### config.mk
export PLATFORM = sky130hd
export DESIGN_NAME = pca_ctrl
export DESIGN_NICKNAME = d
export VERILOG_FILES = /design/src/rtl/core/pca_pkg.sv /design/src/rtl/core/pca_ctrl.sv
export SDC_FILE = /design/constraint.sdc
export NUM_CORES = 1
export LEC_CHECK = 0
export BUFFER_PORTS_ARGS = -buffer_cell sky130_fd_sc_hd__clkbuf_2
export CORE_UTILIZATION = 52
export DETAILED_ROUTE_END_ITERATION = 7
export GPL_TIMING_DRIVEN = 0
export PLACE_DENSITY_LB_ADDON = 0.15
export SLEW_MARGIN = 20
export SYNTH_ARGS = -nofsm -noshare
export SYNTH_HDL_FRONTEND = slang
export SYNTH_SLANG_ARGS = --single-unit
export TNS_END_PERCENT = 10
### constraint.sdc
create_clock -name aclk -period 5.2 [get_ports aclk]
set_input_delay 1.04 -clock aclk [delete_from_list [all_inputs] [get_ports aclk]]
set_output_delay 1.04 -clock aclk [all_outputs]
set_load 0.02 [all_outputs]
### src/rtl/core/pca_pkg.sv
package pca_pkg;

    // Block configuration
    localparam int CPUS       = 8;
    localparam int NUM_PAGES  = 32768;
    localparam int PAGE_BYTES = 4096;

    // Derived widths
    localparam int ADDR_W     = 32;
    localparam int CPU_IN_W   = 3;
    localparam int CPU_W      = (CPUS > 1) ? $clog2(CPUS) : 1;
    localparam int IDX_W      = $clog2(NUM_PAGES);
    localparam int LINK_W     = IDX_W + 1;
    localparam int PAGE_SHIFT = $clog2(PAGE_BYTES);
    localparam int CFG_IDX_W  = 1;

    localparam logic [ADDR_W-1:0] REGION_START_RST = 32'h8000_0000;
    localparam logic [ADDR_W-1:0] REGION_END_RST   = 32'h8800_0000;

    typedef logic [CPU_W-1:0] cpu_t;
    typedef logic [IDX_W-1:0] page_idx_t;

    // One list link or head: empty marks the end of a list.
    typedef struct packed {
        logic      empty;
        page_idx_t idx;
    } link_t;

    localparam link_t LINK_NULL = '{empty: 1'b1, idx: '0};

    typedef enum logic [1:0] {
        STATUS_OK       = 2'd0,
        STATUS_EMPTY    = 2'd1,
        STATUS_BAD_ADDR = 2'd2
    } status_t;

    localparam logic [CFG_IDX_W-1:0] REG_REGION_START = 1'd0;
    localparam logic [CFG_IDX_W-1:0] REG_REGION_END   = 1'd1;

    typedef struct packed {
        logic [ADDR_W-1:0] region_start;
        logic [ADDR_W-1:0] region_end;
    } cfg_t;

    typedef struct packed {
        status_t           status;
        logic [ADDR_W-1:0] alloc_address;
    } result_t;

    // Link memory access for one cycle
    typedef struct packed {
        logic      rd_en;
        page_idx_t rd_addr;
        logic      wr_en;
        page_idx_t wr_addr;
        link_t     wr_data;
    } link_req_t;

    // Fold a requester number onto the CPU count.
    function automatic cpu_t cpu_wrap(logic [CPU_IN_W-1:0] raw);
        logic [CPU_IN_W-1:0] v;
        v = raw;
        if (CPUS < (1 << CPU_IN_W)) begin
            for (int i = 0; i < (1 << CPU_IN_W); i++) begin
                if (int'(v) >= CPUS) begin
                    v = v - CPU_IN_W'(CPUS);
                end
            end
        end
        return CPU_W'(v);
    endfunction

endpackage

### src/rtl/core/pca_ctrl.sv
module pca_ctrl (
    input  logic                       aclk,
    input  logic                       aresetn,
    input  logic                       in_valid,
    output logic                       in_ready,
    input  logic                       in_func,
    input  pca_pkg::cpu_t              in_cpu,
    input  logic [pca_pkg::ADDR_W-1:0] in_addr,
    input  pca_pkg::cfg_t              cfg,
    output logic                       res_valid,
    output pca_pkg::result_t           res,
    input  logic                       res_ready,
    output pca_pkg::link_req_t         link_req,
    input  pca_pkg::link_t             link_rd_data
);
    import pca_pkg::*;

    typedef enum logic [2:0] {
        ST_IDLE,
        ST_FREE,
        ST_LOAD,
        ST_STEAL_RD,
        ST_STEAL_WB,
        ST_POP_RD,
        ST_POP_WB,
        ST_RESP
    } state_t;

    localparam logic [ADDR_W-1:0] OFFS_MASK = ADDR_W'(PAGE_BYTES - 1);

    state_t            state_reg;
    link_t             head_reg [CPUS];
    logic              func_reg;
    cpu_t              cpu_reg;
    logic [ADDR_W-1:0] addr_reg;
    cpu_t              steal_reg;
    link_t             own_reg;
    page_idx_t         victim_reg;
    result_t           res_reg;

    logic [ADDR_W-1:0] base;
    logic [ADDR_W-1:0] offset;
    logic [ADDR_W:0]   page_ext;
    logic              bad_addr;
    page_idx_t         free_idx;
    cpu_t              head_sel;
    link_t             head_rd;
    logic              steal_last;
    logic              steal_take;
    logic [ADDR_W-1:0] pop_addr;

    always_comb begin
        base       = cfg.region_start & ~OFFS_MASK;
        offset     = addr_reg - base;
        page_ext   = (ADDR_W+1)'(offset >> PAGE_SHIFT);
        bad_addr   = ((addr_reg & OFFS_MASK) != '0) || (addr_reg < cfg.region_start)
                     || (addr_reg >= cfg.region_end)
                     || (page_ext >= (ADDR_W+1)'(NUM_PAGES));
        free_idx   = page_ext[IDX_W-1:0];
        // One head read and one head write port, both steered here
        head_sel   = (state_reg == ST_STEAL_RD || state_reg == ST_STEAL_WB) ? steal_reg
                                                                            : cpu_reg;
        head_rd    = head_reg[head_sel];
        steal_last = (steal_reg == CPU_W'(CPUS - 1));
        steal_take = (steal_reg != cpu_reg) && !head_rd.empty;
        pop_addr   = base + (ADDR_W'(own_reg.idx) << PAGE_SHIFT);
    end

    always_comb begin
        link_req = '0;
        unique case (state_reg)
            ST_FREE: begin
                if (!bad_addr) begin
                    link_req.wr_en   = 1'b1;
                    link_req.wr_addr = free_idx;
                    link_req.wr_data = head_rd;
                end
            end
            ST_STEAL_RD: begin
                if (steal_take) begin
                    link_req.rd_en   = 1'b1;
                    link_req.rd_addr = head_rd.idx;
                end
            end
            ST_STEAL_WB: begin
                link_req.wr_en   = 1'b1;
                link_req.wr_addr = victim_reg;
                link_req.wr_data = own_reg;
            end
            ST_POP_RD: begin
                if (!own_reg.empty) begin
                    link_req.rd_en   = 1'b1;
                    link_req.rd_addr = own_reg.idx;
                end
            end
            ST_IDLE, ST_LOAD, ST_POP_WB, ST_RESP: begin
            end
            default: begin
            end
        endcase
    end

    always_ff @(posedge aclk) begin
        if (!aresetn) begin
            state_reg <= ST_IDLE;
            for (int i = 0; i < CPUS; i++) begin
                head_reg[i] <= LINK_NULL;
            end
        end else begin
            unique case (state_reg)
                ST_IDLE: begin
                    if (in_valid) begin
                        func_reg  <= in_func;
                        cpu_reg   <= in_cpu;
                        addr_reg  <= in_addr;
                        state_reg <= in_func ? ST_FREE : ST_LOAD;
                    end
                end
                ST_FREE: begin
                    if (!bad_addr) begin
                        head_reg[head_sel] <= '{empty: 1'b0, idx: free_idx};
                    end
                    res_reg.status        <= bad_addr ? STATUS_BAD_ADDR : STATUS_OK;
                    res_reg.alloc_address <= '0;
                    state_reg             <= ST_RESP;
                end
                ST_LOAD: begin
                    own_reg   <= head_rd;
                    steal_reg <= '0;
                    state_reg <= head_rd.empty ? ST_STEAL_RD : ST_POP_RD;
                end
                ST_STEAL_RD: begin
                    if (steal_take) begin
                        victim_reg <= head_rd.idx;
                        state_reg  <= ST_STEAL_WB;
                    end else if (steal_last) begin
                        state_reg <= ST_POP_RD;
                    end else begin
                        steal_reg <= steal_reg + CPU_W'(1);
                    end
                end
                ST_STEAL_WB: begin
                    head_reg[head_sel] <= link_rd_data;
                    own_reg            <= '{empty: 1'b0, idx: victim_reg};
                    if (steal_last) begin
                        state_reg <= ST_POP_RD;
                    end else begin
                        steal_reg <= steal_reg + CPU_W'(1);
                        state_reg <= ST_STEAL_RD;
                    end
                end
                ST_POP_RD: begin
                    if (own_reg.empty) begin
                        res_reg.status        <= STATUS_EMPTY;
                        res_reg.alloc_address <= '0;
                        state_reg             <= ST_RESP;
                    end else begin
                        state_reg <= ST_POP_WB;
                    end
                end
                ST_POP_WB: begin
                    head_reg[head_sel]    <= link_rd_data;
                    res_reg.status        <= STATUS_OK;
                    res_reg.alloc_address <= pop_addr;
                    state_reg             <= ST_RESP;
                end
                ST_RESP: begin
                    if (res_ready) begin
                        state_reg <= ST_IDLE;
                    end
                end
                default: begin
                    state_reg <= ST_IDLE;
                end
            endcase
        end
    end

    assign in_ready  = (state_reg == ST_IDLE);
    assign res_valid = (state_reg == ST_RESP) && !func_reg ? 1'b1 : (state_reg == ST_RESP);
    assign res       = res_reg;

endmodule

==> summary.md, run 1 <==
| Metric | Value |
|---|---|
| Status | finished, violations left |
| Failing checks | setup timing |
| Row Count | 57 |
| Syn Std Cell Area | 13070 um^2 |
| WL final | 42240 um |
| Core Area | 24460 um^2 |
| Yosys top cell by area | edfxtp_1 |
| Ys flop type | edfxtp_1 |
| Io pins | 204 |
| WL per Instance | 22.22 um |
| Netlist cell types | 73 |
| Vias | 11627 |
| Port bufs | 190 |
| Max Buffers Root-to-Sink | 3 |
| Slew headroom | 0.3965 |
| Mux contribution to synthesized area | 0.01914 |
| Synth area leaders | edfxtp_1 (50%), ha_1 (7.7%), nor2_1 (6.5%), nand2_1 (3.6%), a21oi_1 (2.9%) |
| Worst EP required | 4160 ps |
| Synth Area in Adders | 0.07963 |
| Most Crowded Layer GR | met2 |
| Cell count after synthesis | 1303 |
| Seq/Total Area, Yosys | 0.5077 |
| Crit path to | link_req[17] |
| Die Y | 160.6 um |
| Final GP Congestion | 0.9710 |
| Pre-antenna DRT Iters | 7 |
| R2R depth | 13 |
| Peak VDD IR | 0.2701 mV |
| Skew-Pair Late Insertion Delay | 520 ps |
| GRT overflow | 0 |
| Fin. max-slew vios | 0 |
| Worst hold slack | 599.0 ps |
| Top-area cell type share of the netlist area | 0.5031 |
| Post-layout min period | 5263 ps |
| Slack of the critical path | -63.20 ps |
| Synth top cells by count | nor2_1 (226), edfxtp_1 (219), nand2_1 (127) |
| Number of enable flip-flop cells after synthesis | 219 |
| CTS root buf | clkbuf_16 |
| Post-Synth Simple-Gate Area | 0.1591 |
| CP startpoint kind | input pin |
| Syn-to-layout area delta | 23.59% |
| Layout cell share with drive strength beyond 1 | 0.2306 |
| Clock transition at the registers of the reported paths | 60 ps |
| CP Capture Type | primary output |
| Main combinational cell family by area after synthesis | compound AO/OA/AOI/OAI gates |
| Residual DRC | 0 |
| XOR/XNOR Fraction of Synth Area | 0.01943 |
| Syn avg cell area | 10.03 um^2 |
| CTS tree | yes |
| Global-route wire length before repair | 63670 um |
| CTS H-tree lvls | 1 |
| Initial antenna violation count | 2 |
| Die width | 160.6 um |
| Slew @ Worst Pin | 880.1 ps |
| Layout Skew | 7.571 ps |
| DRT iter0 DRCs | 1351 |
| Vias per inst | 6.116 |
| Worst min path class | reg2reg |
| Max Cap Viol | 0 |
| Final Hold Viols | 0 |
| Synth warnings | 0 |
| M1 GR Usage | 0.4495 |
| Setup TNS Final | -181.6 ps |
| Largest net degree at the start of global routing | 33 |
| Pre-CTS setup slack | -852.7 ps |
| Inserted Clock Buffers | 25 |
| Total track usage | 0.3270 |
| DPL Wire Length | 31790 um |
| Flops & latches, synth | 222 |
| Post-synthesis compound-gate area fraction | 0.1675 |
| Met3 Use GR | 0.07412 |
| CP Launch Point | cfg[44] |
| Most used standard cell by instance count after synthesis | nor2_1 |
| Final Net Count | 1758 |
| Fin util | 0.6605 |
| Vias in the first global route | 11042 |
| Met2 usage | 0.5026 |
| Crit share post-route | 1.012 |
| Max reg flops | 128 |
| Clock sinks | 222 |
| Final setup violating endpoints | 6 |
| Lkg Pwr | 6.844 nW |
| Setup CP Type | in2out |
| Reg2reg end | head_reg[5][8]$_SDFFCE_PN0P_ |
| Synth async-reset ratio | 0 |
| FMAX | 190.0 MHz |
| DRT antenna net count | 0 |
| Hold_sp | victim_reg[1]$_DFFE_PP_ |
| CP arrival | 4220 ps |
| Register-to-register setup slack | 790 ps |
| Pwr dens | 493.4 nW/um^2 |
| Initial Util | 0.5344 |
| Reg2Reg Launch Point | addr_reg[13]$_DFFE_PP_ |
| RSZ-0062 raised after global routing | true |
| Die area | 25780 um^2 |
| CTS Hold Buffers Added | 0 |
| Max FO, Critical Path | 5 |
-- cell type report --
cell class                 instances  area, um^2
inverter                          82       312.8
tap                              324       405.4
buffer                            66       370.4
antenna                            3       7.507
fill                            1947        8305
multi-input combinational        944        6228
clock inverter                    16       140.1
sequential                       222        6636
clock buffer                      29       640.6
timing repair buffer             215        1415
-- metrics by stage --
stage	total power, mW	std cells	area (um^2)
finish	7.972	1901	16160
global route	8.291	1898	16150
CTS	7.789	1892	16000
detailed placement	5.926	1838	14630
global placement	5.832	1828	14470
floorplan	4.673	1314	13110
-- critical path: stages --
cell	delay, ps
clkbuf_2	180
ha_2	260
fa_1	390
nand2b_1	180
a21oi_2	260
a211oi_4	140
o221ai_1	230
xnor2_1	220
nand4_1	200
nor4_4	370
buf_6	190
buf_6	100
buf_8	110
a22o_1	190
clkbuf_8	160
-- timing repair --
item	CTS	global route
gates cloned	1	0
setup buffers	8	6
pin swaps	16	12
gates resized for setup	109	37
setup endpoints to repair	48	47
-- how the worst min path moves through the flow --
stage,slack [ps],depth (start not counted),to
after floorplan,550,2,own_reg[7]$_DFFE_PP_
after detailed placement,560,1,own_reg[13]$_DFFE_PP_
after global placement,560,1,own_reg[4]$_DFFE_PP_
after global routing,620,1,own_reg[3]$_DFFE_PP_
final,600,2,own_reg[1]$_DFFE_PP_
after CTS,590,2,own_reg[7]$_DFFE_PP_
-- placed cells by master, fill, tap and decap left out, types with 10 or more instances in the layout --
master     netlist  final
xnor2_1         18     18
clkbuf_16        0     26
mux2i_1         16     16
buf_6            0     10
clkbuf_8         0     19
and3_1          18     17
o21ai_0         71     49
xor2_1          11     11
a221oi_1        16     14
a21oi_1         76     74
clkbuf_2         0    171
a21o_1          13     13
inv_1           82     80
o21ai_2          2     13
buf_2           14     12
nor3_1          17     16
nand4_1         16     16
nor2_1         226    225
ha_1            80     70
conb_1           1     12
clkbuf_1        29     29
nand2_1        127    126
buf_4           12     27
o21ai_1          6     17
a22o_4           0     13
edfxtp_1       219    219
a22o_1          43     30
nand3_1         22     22
-- where the power goes --
part	internal [mW]	switching (mW)	total [mW]
sequential	2.33	0.135	2.46
clock	0.984	0.728	1.71
combinational	1.17	2.62	3.80
total	4.49	3.48	7.97
-- layer usage --
metal / routed length [um] / vias to the layer above
met5: 0 / -
met3: 5199 / 109
met4: 1645 / 0
met1: 16750 / 5449
met2: 18640 / 773
li1: - / 5296
-- logic make-up after synthesis --
kind of cell | Yosys count
AND/OR/NAND/NOR | 474
adder cells (fa/ha/maj) | 82
multiplexers | 24
AO/OA/AOI/OAI | 323
flip-flops | 222
XOR/XNOR | 29
buffers and inverters | 148
other | 1
Note: power is estimated with default switching activity, not from simulation.
==> run 2, diff against run 1 <==
--- a/config.mk
+++ b/config.mk
@@ -10,6 +10,7 @@
 export DETAILED_ROUTE_END_ITERATION = 7
 export GPL_TIMING_DRIVEN = 0
 export PLACE_DENSITY_LB_ADDON = 0.15
+export SKIP_LAST_GASP = 1
 export SLEW_MARGIN = 20
 export SYNTH_ARGS = -nofsm -noshare
 export SYNTH_HDL_FRONTEND = slang
==> run 2 against run 1 <==
Net effect: the run still ends with setup timing left; global-route usage down 0.079 points; clock skew up 1.6 ps; flip-flop and latch count unchanged; clock power about the same; critical endpoint is now link_req[16]; largest cell class unchanged.
==> summary.md, run 2 (synthesis gave the netlist of run 1 again) <==
| Metric | Value |
|---|---|
| CTS root buf | clkbuf_16 (unchanged) |
| Fin area | 16060 um^2 (was 16160 um^2) |
| WL per Instance | 22.15 um (was 22.22 um) |
| Layout cell share with drive strength beyond 1 | 0.2229 (was 0.2306) |
| Initial antenna violation count | 2 (unchanged) |
| Max Buffers Root-to-Sink | 3 (unchanged) |
| Failing checks | setup timing (unchanged) |
| Top Family by Delay on Critical Path | compound AO/OA/AOI/OAI gates (unchanged) |
| Slowest CP cell | fa_1 (unchanged) |
| Post-layout min period | 5324 ps (was 5263 ps) |
| Fin util | 0.6566 (was 0.6605) |
| Worst path buffer plus inverter count | 5 (unchanged) |
| Io pins | 204 (unchanged) |
| Slew @ Worst Pin | 864.5 ps (was 880.1 ps) |
| Global-route wire length before repair | 63510 um (was 63670 um) |
| GRT overflow | 0 (unchanged) |
| CP arrival | 4280 ps (was 4220 ps) |
| Die width | 160.6 um (unchanged) |
| Max reg flops | 128 (unchanged) |
| Overall Power | 7.947 mW (was 7.972 mW) |
| Vias in the first global route | 11054 (was 11042) |
| Max Cap Viol | 0 (unchanged) |
| Max FO, Critical Path | 5 (unchanged) |
| Setup CP Type | in2out (unchanged) |
| Initial Util | 0.5344 (unchanged) |
| Row Count | 57 (unchanged) |
| Total track usage | 0.3263 (was 0.3270) |
| DPL Wire Length | 31790 um (unchanged) |
| Skew-Pair Late Insertion Delay | 520 ps (about the same) |
| Pre-antenna DRT Iters | 6 (was 7) |
| Clock transition at the registers of the reported paths | 60 ps (about the same) |
| Syn-to-layout area delta | 22.88% (was 23.59%) |
| Die area | 25780 um^2 (unchanged) |
| Vias per inst | 6.130 (was 6.116) |
| Worst min path class | reg2reg (unchanged) |
| Crit share post-route | 1.024 (was 1.012) |
| Worst hold slack | 595.5 ps (was 599.0 ps) |
| CP cell instances | clkbuf_2 > ha_1 > fa_1 > nand2b_1 > a21oi_2 > a211oi_2 > o221ai_1 > xnor2_1 > nand4_1 > nor4_4 > buf_6 > buf_4 > buf_8 > a22o_1 > clkbuf_4 (was clkbuf_2 > ha_2 > fa_1 > nand2b_1 > a21oi_2 > a211oi_4 > o221ai_1 > xnor2_1 > nand4_1 > nor4_4 > buf_6 > buf_6 > buf_8 > a22o_1 > clkbuf_8) |
| Residual DRC | 0 (unchanged) |
| Slack of the critical path | -123.9 ps (was -63.20 ps) |
| Pwr dens | 494.7 nW/um^2 (was 493.4 nW/um^2) |
| Clock sinks | 222 (unchanged) |
| Status | finished, violations left (unchanged) |
| Filler Cell Count | 1967 (was 1947) |
| Core Area | 24460 um^2 (unchanged) |
| FMAX | 187.8 MHz (was 190.0 MHz) |
| Die Y | 160.6 um (unchanged) |
| Peak VDD IR | 0.2675 mV (was 0.2701 mV) |
| Commonest non-fill, non-tap cell in the layout | nor2_1 (unchanged) |
| Inserted Clock Buffers | 25 (unchanged) |
| CP Capture Type | primary output (unchanged) |
| DRT iter0 DRCs | 1498 (was 1351) |
| Area after DPL | 14630 um^2 (unchanged) |
| Largest net degree at the start of global routing | 33 (unchanged) |
| WL final | 42110 um (was 42240 um) |
| Setup TNS Final | -1301 ps (was -181.6 ps) |
| Layout Skew | 9.122 ps (was 7.571 ps) |
| CTS tree | yes (unchanged) |
| Final setup violating endpoints | 23 (was 6) |
| CP max stage delay | 400 ps (was 390 ps) |
| Worst EP required | 4160 ps (about the same) |
| DRT antenna net count | 0 (unchanged) |
| Vias | 11653 (was 11627) |
| Port bufs | 190 (unchanged) |
| Final Net Count | 1759 (was 1758) |
| Leading cell types in the layout, fill and taps excluded | nor2_1 (225), edfxtp_1 (219), clkbuf_2 (172) (was nor2_1 (225), edfxtp_1 (219), clkbuf_2 (171)) |
| Lkg Pwr | 6.827 nW (was 6.844 nW) |
| Fin. max-slew vios | 0 (unchanged) |
| CTS H-tree lvls | 1 (unchanged) |
| Slew headroom | 0.4072 (was 0.3965) |
| CP startpoint kind | input pin (unchanged) |
| Final GP Congestion | 0.9710 (unchanged) |
| CTS Hold Buffers Added | 0 (unchanged) |
| RSZ-0062 raised after global routing | true (unchanged) |
| Final Hold Viols | 0 (unchanged) |
## run 2: changes by cell type in the layout (fill, tap and decap cells not counted), moves of 3 or more
cell and change:
ha_1 +7, clkbuf_8 -3, o21ai_0 +4, o21ai_1 -4
clkbuf_4 +3, ha_2 -7
## run 2: worst register-to-register path: cells and delay by family, from the launching register on
| family | cells | cell delay [ps] |
|---|---|---|
| simple gates | 3 | 820 |
| flops | 1 | 470 |
| compound gates | 6 | 1990 |
| buf+inv | 3 | 600 |
| fa+ha+maj | 1 | 280 |
## run 2: worst paths after layout
path,startpoint,to,slack (ps),cells after the start
worst max-delay path,cfg[44],link_req[16],-120,15
worst min-delay path,victim_reg[1]$_DFFE_PP_,own_reg[1]$_DFFE_PP_,600,2
worst max register to register,addr_reg[13]$_DFFE_PP_,head_reg[2][12]$_SDFFCE_PN0P_,730,13
worst min register to register,victim_reg[1]$_DFFE_PP_,own_reg[1]$_DFFE_PP_,600,2
## run 2: final cells by class
type                    instances  area, um^2  share of cell area
well taps                     324       405.4             0.02524
diodes                          2       5.005           0.0003116
plain buffers                  66       372.9             0.02321
repair buffers                216        1378             0.08576
clock inverters                16       140.1            0.008724
multi-input cells             944        6177              0.3846
inverters                      82       307.8             0.01916
clock buffers                  29       640.6             0.03988
flip-flops and latches        222        6636              0.4131
## run 2: routing by layer
metal,up-vias,routed length (um),track usage
met4,0,1716,0.1312
met5,-,0,0
met3,117,4943,0.07567
met1,5454,16920,0.4468
met2,785,18530,0.5008
li1,5297,-,-
## run 2: where the power goes
group          internal, mW  total, mW  leakage [nW]  switching [mW]
registers              2.33       2.46          2.16           0.135
clock network         0.984       1.71         0.386           0.727
logic                  1.17       3.77          4.28            2.60
## run 2: timing repair
item | in CTS | in global routing
setup endpoints to repair | 48 | 48
gates cloned | 1 | 0
buffers inserted | 8 | 7
pin swaps | 16 | 9
resized for setup | 92 | 24
## run 2: stage by stage
step | setup WS (ps) | std cells
finish | -123.9 | 1901
global route | -159.1 | 1899
CTS | -127.8 | 1892
detailed placement | -852.7 | 1838
global placement | -2016 | 1828
floorplan | 96.58 | 1314
==> run 3, diff against run 2 <==
--- a/config.mk
+++ b/config.mk
@@ -6,7 +6,7 @@
 export NUM_CORES = 1
 export LEC_CHECK = 0
 export BUFFER_PORTS_ARGS = -buffer_cell sky130_fd_sc_hd__clkbuf_2
-export CORE_UTILIZATION = 52
+export CORE_UTILIZATION = 55
 export DETAILED_ROUTE_END_ITERATION = 7
 export GPL_TIMING_DRIVEN = 0
 export PLACE_DENSITY_LB_ADDON = 0.15
==> constraint.sdc (replaced) <==
create_clock -name aclk -period 5.8 [get_ports aclk]
set_input_delay 1.16 -clock aclk [delete_from_list [all_inputs] [get_ports aclk]]
set_output_delay 1.16 -clock aclk [all_outputs]
set_load 0.02 [all_outputs]
==> run 3 against run 2 <==
Net effect: the flow now finishes without violations; total power fell by 13%; sequential share of layout area is 1.5 points higher; clock power decreased by 11%; wire length fell by 1.3%; worst setup slack better by 180 ps; combinational power decreased by 15%; cell area decreased by 3.6%; sequential power decreased by 11%; critical path depth unchanged; largest cell class unchanged.
==> summary.md, run 3 (synthesis gave the netlist of run 1 again) <==
| Metric | Value |
|---|---|
| Core Area | 23400 um^2 (was 24460 um^2) |
| Fin. max-slew vios | 0 (unchanged) |
| R2R depth | 11 (was 13) |
| Commonest non-fill, non-tap cell in the layout | nor2_1 (unchanged) |
| Total track usage | 0.3390 (was 0.3263) |
| Clock sinks | 222 (unchanged) |
| DRT iter0 DRCs | 1556 (was 1498) |
| CP arrival | 4590 ps (was 4280 ps) |
| Initial antenna violation count | 0 (was 2) |
| Layout Cells excl Fill | 1879 (was 1901) |
| Layout Skew | 21.15 ps (was 9.122 ps) |
| Row Count | 56 (was 57) |
| Worst hold slack | 585.9 ps (was 595.5 ps) |
| CP startpoint kind | input pin (unchanged) |
| DRT antenna net count | 0 (unchanged) |
| Multi-input gate area | 5948 um^2 (was 6177 um^2) |
| Die Y | 156.2 um (was 160.6 um) |
| Placed insts | 1833 (was 1838) |
| Residual DRC | 0 (unchanged) |
| Inserted Clock Buffers | 25 (unchanged) |
| Reg2reg end | victim_reg[10]$_DFFE_PP_ (was head_reg[2][12]$_SDFFCE_PN0P_) |
| Pre-antenna DRT Iters | 6 (unchanged) |
| DPL Wire Length | 31460 um (was 31790 um) |
| Overall Power | 6.942 mW (was 7.947 mW) |
| Die area | 24390 um^2 (was 25780 um^2) |
| Fin area | 15480 um^2 (was 16060 um^2) |
| Filler Cell Count | 1925 (was 1967) |
| Final setup violating endpoints | 0 (was 23) |
| Slew headroom | 0.3277 (was 0.4072) |
| Io pins | 204 (unchanged) |
| Vias per inst | 6.130 (about the same) |
| WL per Instance | 22.11 um (was 22.15 um) |
| Skew-Pair Late Insertion Delay | 540 ps (was 520 ps) |
| Fin util | 0.6616 (was 0.6566) |
| Vias | 11519 (was 11653) |
| Pwr dens | 448.4 nW/um^2 (was 494.7 nW/um^2) |
| Clock transition at the registers of the reported paths | 60 ps (about the same) |
| Peak VDD IR | 0.2107 mV (was 0.2675 mV) |
| Initial Util | 0.5586 (was 0.5344) |
| CP Capture Type | primary output (unchanged) |
| CTS tree | yes (unchanged) |
| Final Hold Viols | 0 (unchanged) |
| FMAX | 174.0 MHz |
| Setup CP Type | in2out (unchanged) |
| Final Net Count | 1745 (was 1759) |
| CTS H-tree lvls | 1 (unchanged) |
| GRT overflow | 0 (unchanged) |
| Lkg Pwr | 6.580 nW (was 6.827 nW) |
| Crit share post-route | 0.9908 |
| Register-to-register setup slack | 1250 ps (was 730 ps) |
| Post-layout min period | 5747 ps |
| Syn-to-layout area delta | 18.43% (was 22.88%) |
| Area after DPL | 14640 um^2 (was 14630 um^2) |
| Layout cell share with drive strength beyond 1 | 0.1886 (was 0.2229) |
| Crit path to | link_req[10] (was link_req[16]) |
| RSZ-0062 raised after global routing | true (unchanged) |
| Worst min path class | reg2reg (unchanged) |
| Status | completed (was finished, violations left) |
| Port bufs | 190 (unchanged) |
| Reg2Reg Launch Point | state_reg[2]$_SDFFE_PN0P_ (was addr_reg[13]$_DFFE_PP_) |
| Largest net degree at the start of global routing | 33 (unchanged) |
| WL final | 41540 um (was 42110 um) |
| Global-route wire length before repair | 61300 um (was 63510 um) |
| Vias in the first global route | 10684 (was 11054) |
| Max Buffers Root-to-Sink | 3 (unchanged) |
| Slew @ Worst Pin | 997.9 ps (was 864.5 ps) |
| Leading cell types in the layout, fill and taps excluded | nor2_1 (226), edfxtp_1 (219), clkbuf_2 (190) (was nor2_1 (225), edfxtp_1 (219), clkbuf_2 (172)) |
| Worst EP required | 4640 ps (was 4160 ps) |
| Register area | 6636 um^2 (unchanged) |
| Final GP Congestion | 0.9606 (was 0.9710) |
| CP Launch Point | cfg[45] (was cfg[44]) |
| Die width | 156.2 um (was 160.6 um) |
| Max FO, Critical Path | 10 (was 5) |
| CTS root buf | clkbuf_16 (unchanged) |
| Max Cap Viol | 0 (unchanged) |
| Max reg flops | 128 (unchanged) |
==> run 3: power by group <==
| group | switching, mW | internal [mW] | total, mW |
|---|---|---|---|
| Combinational | 2.29 | 0.935 | 3.22 |
| Clock | 0.646 | 0.875 | 1.52 |
| Sequential | 0.112 | 2.09 | 2.20 |
==> run 3: critical path, cell delays in order <==
cell and delay (ps):
buf_2 210, inv_1 70, ha_1 320, nor2b_1 180, o31a_1 320, o31ai_4 300, a41oi_1 190, or3_1 370
a221o_1 360, nor4_4 140, buf_4 180, buf_6 140, buf_4 200, a22o_1 230, clkbuf_2 200
==> run 3: cell type report <==
| cell class | instances | share of cell area |
|---|---|---|
| Sequential cell | 222 | 0.4286 |
| Tap cell | 319 | 0.02578 |
| Timing Repair Buffer | 202 | 0.07120 |
| Antenna cell | 1 | 0.0001616 |
| Clock buffer | 30 | 0.04162 |
| Buffer | 66 | 0.02101 |
| Clock inverter | 13 | 0.007516 |
| Multi-Input combinational cell | 944 | 0.3842 |
| Inverter | 82 | 0.01988 |
==> run 3: how the worst min path moves through the flow <==
stage,slack (ps),to,depth (start not counted),startpoint
6_report,590,own_reg[4]$_DFFE_PP_,1,victim_reg[4]$_DFFE_PP_
5_1_grt,600,own_reg[4]$_DFFE_PP_,1,victim_reg[4]$_DFFE_PP_
4_1_cts,580,own_reg[13]$_DFFE_PP_,1,victim_reg[13]$_DFFE_PP_
3_5_place_dp,570,own_reg[13]$_DFFE_PP_,1,victim_reg[13]$_DFFE_PP_
3_3_place_gp,560,own_reg[7]$_DFFE_PP_,2,victim_reg[7]$_DFFE_PP_
2_1_floorplan,550,own_reg[7]$_DFFE_PP_,2,victim_reg[7]$_DFFE_PP_
==> run 3: timing repair <==
| action | CTS | global route |
|---|---|---|
| pin swaps | 1 | 1 |
| endpoints found under the setup margin | 40 | 45 |
| gates resized for setup | 10 | 8 |
| setup buffers | 1 | 1 |
| hold buffers | 0 | 0 |
==> run 3: per-layer routing <==
metal | GRT usage | part of all wire | wire length (um) | vias up
met5 | 0 | 0 | 0 | -
met4 | 0.1363 | 0.039 | 1611 | 0
met3 | 0.06306 | 0.12 | 5055 | 111
met2 | 0.5102 | 0.43 | 17970 | 785
met1 | 0.4828 | 0.41 | 16900 | 5371
li1 | - | - | - | 5252
==> run 3: stage by stage <==
stage,TNS [ps],worst slack [ps]
final,0,53.30
after global placement,-196610,-1553
after global routing,-22.35,-13.95
after CTS,-402.3,-102.4
after floorplan,0,576.6
after detailed placement,-11800,-516.6
